File: config.mk
export PLATFORM = sky130hd
export DESIGN_NAME = ckt_ram
export DESIGN_NICKNAME = d
export VERILOG_FILES = /design/src/rtl/ckt_ram.sv
export SDC_FILE = /design/constraint.sdc
export NUM_CORES = 1
export LEC_CHECK = 0
export BUFFER_PORTS_ARGS = -buffer_cell sky130_fd_sc_hd__clkbuf_2
export CORE_MARGIN = 2
export CORE_UTILIZATION = 45
export DETAILED_ROUTE_END_ITERATION = 12
export PLACE_DENSITY_LB_ADDON = 0.3
export SYNTH_ARGS = -nofsm -noshare
export SYNTH_HDL_FRONTEND = slang
export SYNTH_SLANG_ARGS = --single-unit
File: constraint.sdc
create_clock -name i_clk -period 3.45 [get_ports i_clk]
set_clock_uncertainty 0.15 [all_clocks]
set_input_delay 0.69 -clock i_clk [delete_from_list [all_inputs] [get_ports i_clk]]
set_output_delay 0.69 -clock i_clk [all_outputs]
set_load 0.03 [all_outputs]
File: src/rtl/ckt_ram.sv
// Generic single-port-write, single-port-read RAM with registered read.
// No dependencies.
`default_nettype none
module ckt_ram #(
    parameter int WIDTH = 8,
    parameter int DEPTH = 32
) (
    input  wire logic                                       i_clk,
    input  wire logic                                       i_wr_en,
    input  wire logic [$clog2((DEPTH > 1) ? DEPTH : 2)-1:0] i_wr_addr,
    input  wire logic [WIDTH-1:0]                           i_wr_data,
    input  wire logic                                       i_rd_en,
    input  wire logic [$clog2((DEPTH > 1) ? DEPTH : 2)-1:0] i_rd_addr,
    output logic      [WIDTH-1:0]                           o_rd_data
);
    logic [WIDTH-1:0] r_mem [DEPTH];

    always_ff @(posedge i_clk) begin
        if (i_wr_en) begin
            r_mem[i_wr_addr] <= i_wr_data;
        end
        if (i_rd_en) begin
            o_rd_data <= r_mem[i_rd_addr];
        end
    end
endmodule
`default_nettype wire

Word-level counts from Yosys, hierarchy flattened
Memories as Yosys holds them, arrays and structs flattened. A register that Yosys moved wholly into a read port is not among the register bits.
Cells that the tools add are included.

cells by class
  mux-type cells = 2

operators by type and width
  operator  number
  $mux W1   2

storage, ports and cells
  register bits = 0
  bits in writable memories = 256
  input port bits = 21
  output and inout port bits = 8
  logic and storage cells = 3
  memories = 1

memories
  name   words  width  rd ports  clocked after memory_dff  wr ports  line  text
  r_mem  32     8      1         1                         1         16    logic [WIDTH-1:0] r_mem [DEPTH];

Longest topological paths before layout
Gate-level depths: netlist of the first run.

  depth after elaboration = 2
  mapped depth = 5
  gate-level depth less buffers = 3

Worst setup path before layout of the first run
No wires, ideal clock.

  path kind = in2reg
  start = input i_rd_addr[2] (netlist name)
  end = register o_rd_data[0] (read register of r_mem), data pin
  setup time = 0.260 ns
  arrival time = 2.372 ns
  data required time = 3.040 ns
  slack = 0.668 ns
  stages on the path = 5
  buffers on the path = 2
  path through = clkbuf_1 -> clkbuf_1 -> mux4_2 -> mux4_2 -> mux2_2

RTL lines
  what                line  text
  start: declaration  13    input wire logic [$clog2((DEPTH > 1) ? DEPTH : 2)-1:0] i_rd_addr,
  end: declaration    14    output logic [WIDTH-1:0] o_rd_data

==> summary.md, run 1 <==
| Metric | Value |
|---|---|
| Status | finished, final reports clean |
| Max frequency | around 400 MHz |
| Clock Sinks | approximately 260 |
| Post-detail-place hpwl | roughly 13 mm |
| Net Count, Synth | between 400 and 500 |
| Fin crit period | approximately 2500 ps |
| Crit path buf inv count | 2 |
| Largest net degree at the start of global routing | 65 |
| Top-count cell post-synth | edfxtp_1 |
| Drt via density | around 6 |
| Clock latency on the worst-skew pair | 510 ps |
| Max transition margin | 0.3836 |
| Clock H-tree levels | 1 |
| Distinct cell type count after synthesis | 14 |
| EDFF count, synth | roughly 260 |
| CP top delay family | multiplexers |
| Crit path depth | 5 |
| CTS tree | done |
| P&R area growth vs syn | 13.11% |
| Hold buffers post-CTS | 0 |
| Hold Crit Depth | 1 |
| Crit end category | register |
| Critical path class | input port to register |
| Antenna Violating Nets Remaining | 0 |
| Pwr Total | about 6.6 mW |
| CP Launch Type | input port |
| CTS resizes | 0 |
| Layout cells sized above 1 | 0.3437 |
| Post-synth top area cell | edfxtp_1 |
| CORE AREA | 0.02196 mm² |
| CP peak stage delay | 560 ps |
| Maximum vdd drop | ~0.23 mV |
| Worst Reg-to-Reg Cells | 3 |
| Clock-pin slew on the worst setup and hold paths | roughly 60 ps |
| WP data required | about 3600 ps |
| Post-Syn Area | 0.01013 mm² |
| Syn_area_per_cell | around 24 µm² |
| Total Wirelength | approximately 20 mm |
| # diodes | 0 |
| Global-route wire length before repair | 30.44 mm |
| Post-layout nets | about 490 |
| Floorplan row count | 54 |
| Residual DRC | 0 |
| Slowest library cell on the worst path | mux4_2 |
| Pwr/cell area | around 570 mW/mm² |
| Min Hold Slack | around 460 ps |
| Pins Over Slew Limit | 0 |
| TNS Setup | 0 ps |
| Worst path arrival time | between 2000 and 3000 ps |
| Post-synth top flop | edfxtp_1 |
| Die H | approximately 150 µm |
| Synth Instances | 417 |
| Clock Root Buffer | clkbuf_16 |
| Total GRT Usage | 0.1754 |
| Sequential fraction of the synthesis area | 0.7823 |
| Commonest cells post-synth | edfxtp_1 (264), mux4_2 (80), nor2_1 (33), mux2_2 (8) |
| Die width | between 150 and 200 µm |
| Synth warnings | 0 |
| Starting Density | 0.4615 |
| Postcts setup bufs | 0 |
| CP max FO | 20 |
| Initial DRT Pass Iterations | 5 |
| Routed wire per std cell | 26.52 µm |
| Number of global-route vias before repair | about 4600 |
| Slew @ Worst Pin | between 900 and 1000 ps |
| Fin crit share | 0.7290 |
| Top post-synthesis cells by area | edfxtp_1 (78%), mux4_2 (18%), nor2_1 (1.2%), mux2_2 (0.89%), buf_4 (0.44%) |
| Worst path cell trace | buf_4 -> buf_12 -> mux4_2 -> mux4_2 -> mux2_2 |
| CTS buffer count | 25 |
| GP Congestion | between 0.7 and 0.8 |
| # setup viols final | 0 |
| CP most frequent cell | mux4_2 |
| Hold Crit Class | input port to register |
| Static leakage | 3.570 nW |
| Die ar. | between 0.02 and 0.025 mm² |
| # IOs | 29 |
| DR vias | between 4000 and 5000 |
| Fin. Hold Viols | 0 |
| Total global routing overflow | 0 |
| Initial DRC Count | 549 |
| Area share of the largest cell type after synthesis | 0.7823 |
| Port Buffers | 28 |
| Max-Cap Viols | 0 |
| Fill count | roughly 1600 |
| #FFs+latches synth | between 200 and 300 |
| FFs w/ async S/R, synth | 0 |
| RSZ-0062 raised after global routing | no |
| R2r setup slk | approximately 1300 ps |
| Antenna violations before repair | 0 |
| Core Util, Final | 0.5220 |
| Clock Tree Buf Depth | 3 |
[metrics by stage]
step | setup slack, ps | instances | area, µm²
detailed placement | 372.1 | 720 | 10680
finish | 934.8 | 763 | 11460
CTS | 913.8 | 763 | 11460
global placement | 380.8 | 720 | 10680
floorplan | 668.3 | 417 | 10130
global route | 861.1 | 763 | 11460
[worst reg2reg max path, cell delays in order (launching register included)]
cell and delay, ps:
edfxtp_1 370, mux4_2 540, mux4_2 520, mux2_2 300
[cell type report]
cell class / count / area [µm²] / share of cell area
Clock inverter: 14 / 138.9 / 0.01212
Multi-Input combinational cell: 133 / 2100 / 0.1832
Tap cell: 280 / 350.3 / 0.03056
Clock buffer: 29 / 640.6 / 0.05589
Sequential cell: 264 / 7928 / 0.6916
Timing Repair Buffer: 43 / 305.3 / 0.02663
[registers in the layout (all words and copies together), names as in the netlist]
register and flops:
o_rd_data 8, r_mem 256
[where the power goes]
| group | switching (mW) | internal [mW] | total [mW] |
|---|---|---|---|
| clock network | 1.08 | 1.54 | 2.62 |
| logic | 0.201 | 0.147 | 0.348 |
| registers | 0.0151 | 3.58 | 3.60 |
[layout by cell type (no fill, tap or decap), drive strengths merged, types with 2 or more instances in the layout]
| cell type | n |
|---|---|
| bufinv | 3 |
| nand3b | 5 |
| or3b | 3 |
| buf | 16 |
| edfxtp | 264 |
| mux4 | 80 |
| nor2 | 33 |
| mux2 | 8 |
| nand3 | 2 |
| clkbuf | 56 |
| clkinv | 10 |
[kinds of logic after synthesis]
group,Yosys count,synth area share
flip-flops,264,0.7823
buffers and inverters,20,0.01049
multiplexers,88,0.1867
AND/OR/NAND/NOR,45,0.02050
[layer usage]
metal  up-vias  share of wire  wire, µm  track usage
met5         -              0         0            0
met1      2426           0.43      8784       0.2647
met2       180           0.48      9713       0.2738
li1       1881              -         -            -
met3        27          0.067      1347      0.02565
met4         0          0.019       387      0.04450
[final timing paths]
kind	startpoint	to
worst max-delay path	i_rd_addr[0]	o_rd_data[4]$_DFFE_PP_
worst min-delay path	i_rd_en	o_rd_data[7]$_DFFE_PP_
worst max register to register	r_mem[15][5]$_DFFE_PP_	o_rd_data[5]$_DFFE_PP_
worst min register to register	r_mem[22][0]$_DFFE_PP_	o_rd_data[0]$_DFFE_PP_
Power figures use the tool's default switching activity.
==> inputs of run 2 (changes only) <==
==> constraint.sdc (replaced) <==
create_clock -name i_clk -period 2.3 [get_ports i_clk]
set_clock_uncertainty 0.15 [all_clocks]
set_input_delay 0.46 -clock i_clk [delete_from_list [all_inputs] [get_ports i_clk]]
set_output_delay 0.46 -clock i_clk [all_outputs]
set_load 0.03 [all_outputs]
==> summary.md, run 2 (synthesis results as in run 1) <==
| Metric | Value |
|---|---|
| Biggest regs | r_mem (256), o_rd_data (8) |
| Fin crit period | about 2200 ps |
| Fin. Hold Viols | 0 |
| Die width | between 150 and 200 µm |
| Max-Cap Viols | 0 |
| Comb power frac | 0.055 |
| Clock power share | 0.414 |
| Max reg flops | 256 |
| # diodes | 0 |
| Clock H-tree levels | 1 |
| Slew @ Worst Pin | roughly 740 ps |
| Antenna violations before repair | 0 |
| Status | finished, final reports clean |
| Static leakage | about 3.8 nW |
| Most common cell after layout, fill and taps aside | edfxtp_1 |
| Max frequency | 454.9 MHz |
| WP data required | 2400 ps |
| CTS tree | done |
| Crit end category | register |
| Hold Crit Depth | 1 |
| Total global routing overflow | 0 |
| Residual DRC | 0 |
| CP max FO | 18 |
| Clock Sinks | ~260 |
| CORE AREA | 0.02196 mm² |
| Max transition margin | 0.5049 |
| Port Buffers | 28 |
| Clock-pin slew on the worst setup and hold paths | approximately 60 ps |
| Switching pwr | 1.975 mW |
| Clock Tree Buf Depth | 3 |
| Most frequent cells in the layout | edfxtp_1 (264), mux4_2 (80), buf_4 (46) |
| Post-detail-place hpwl | around 13 mm |
| Maximum vdd drop | 0.4164 mV |
| Starting Density | 0.4615 |
| Postcts setup bufs | 0 |
| DR vias | roughly 4600 |
| CTS buffer count | 26 |
| Pins Over Slew Limit | 0 |
| Drt via density | roughly 5.8 |
| Worst path arrival time | between 2000 and 2500 ps |
| # setup viols final | 0 |
| # IOs | 29 |
| Antenna Violating Nets Remaining | 0 |
| Initial DRC Count | ~500 |
| Largest net degree at the start of global routing | 33 |
| Seq pwr share | 0.531 |
| Setup slack after layout | slightly above 100 ps |
| Clock latency on the worst-skew pair | roughly 520 ps |
| DP Worst Slack | -409.6 ps |
| TNS Setup | 0 ps |
| Fin crit share | 0.9557 |
| Dpl cell area | 0.01098 mm² |
| Number of global-route vias before repair | 4773 |
| Layout cells sized above 1 | 0.3981 |
| Initial DRT Pass Iterations | 4 |
| Critical path class | input port to register |
| Die H | 154.1 µm |
| Clock Root Buffer | clkbuf_16 |
| Total GRT Usage | 0.1799 |
| P&R area growth vs syn | 16.77% |
| CTS resizes | 0 |
| Worst Reg-to-Reg Cells | 3 |
| Routed wire per std cell | 25.93 µm |
| Largest reg by FF count | r_mem |
| Floorplan row count | 54 |
| Post-layout nets | roughly 530 |
| Pwr/cell area | 858.4 mW/mm² |
| Hold Crit Class | input port to register |
| Fill count | 1603 |
| GP Congestion | approximately 0.74 |
| Die ar. | ~0.024 mm² |
| Total Wirelength | between 20 and 25 mm |
| Pwr Total | approximately 10 mW |
| Hold buffers post-CTS | 0 |
| RSZ-0062 raised after global routing | no |
| Global-route wire length before repair | ~31 mm |
| Int Pwr | approximately 8.2 mW |
| Sw frac | 0.1944 |
| Final non-filler cell area | 0.01183 mm² |
| Min Hold Slack | between 200 and 250 ps |
| CP Launch Type | input port |
run 2: through the flow:
| step | utilization | cells |
|---|---|---|
| 2_1_floorplan | - | 417 |
| 3_3_place_gp | 0.4999 | 756 |
| 3_5_place_dp | 0.4999 | 756 |
| 6_report | 0.5389 | 800 |
| 4_1_cts | 0.5389 | 800 |
| 5_1_grt | 0.5389 | 800 |
run 2: power groups by stage:
| stage | combinational [mW] | sequential [mW] | clock, mW |
|---|---|---|---|
| detailed placement | 0.564 | 5.49 | 0 |
| CTS | 0.566 | 5.39 | 4.29 |
| finish | 0.558 | 5.39 | 4.21 |
| floorplan | 0.308 | 5.51 | 0 |
| global route | 0.595 | 5.40 | 4.46 |
| global placement | 0.552 | 5.49 | 0 |
run 2: critical path: stages:
cell and delay [ps]:
buf_4 150, buf_12 190, buf_4 150, mux4_2 490
mux4_2 540, mux2_2 290
run 2: path summary, 6_finish.rpt:
kind,start,end,slack (ps)
worst min-delay path,i_rd_en,o_rd_data[2]$_DFFE_PP_,230
worst max register to register,r_mem[13][0]$_DFFE_PP_,o_rd_data[0]$_DFFE_PP_,170
worst min register to register,r_mem[24][7]$_DFFE_PP_,o_rd_data[7]$_DFFE_PP_,850
worst max-delay path,i_rd_addr[0],o_rd_data[0]$_DFFE_PP_,100
run 2: final cells by class:
class                           count  area (µm²)  share of cell area
Clock buffer                       30       686.9             0.05805
Sequential cell                   264        7928              0.6700
Clock inverter                     14       167.7             0.01417
Tap cell                          280       350.3             0.02961
Multi-Input combinational cell    133        2100              0.1774
Timing Repair Buffer               79       600.6             0.05076
run 2: layer usage:
metal / GRT usage / wire length [µm] / up-vias
met3: 0.04087 / 1874 / 15
met1: 0.2706 / 8989 / 2480
met5: 0 / 0 / -
li1: - / - / 1957
met2: 0.2755 / 9660 / 189
met4: 0.03605 / 221 / 0
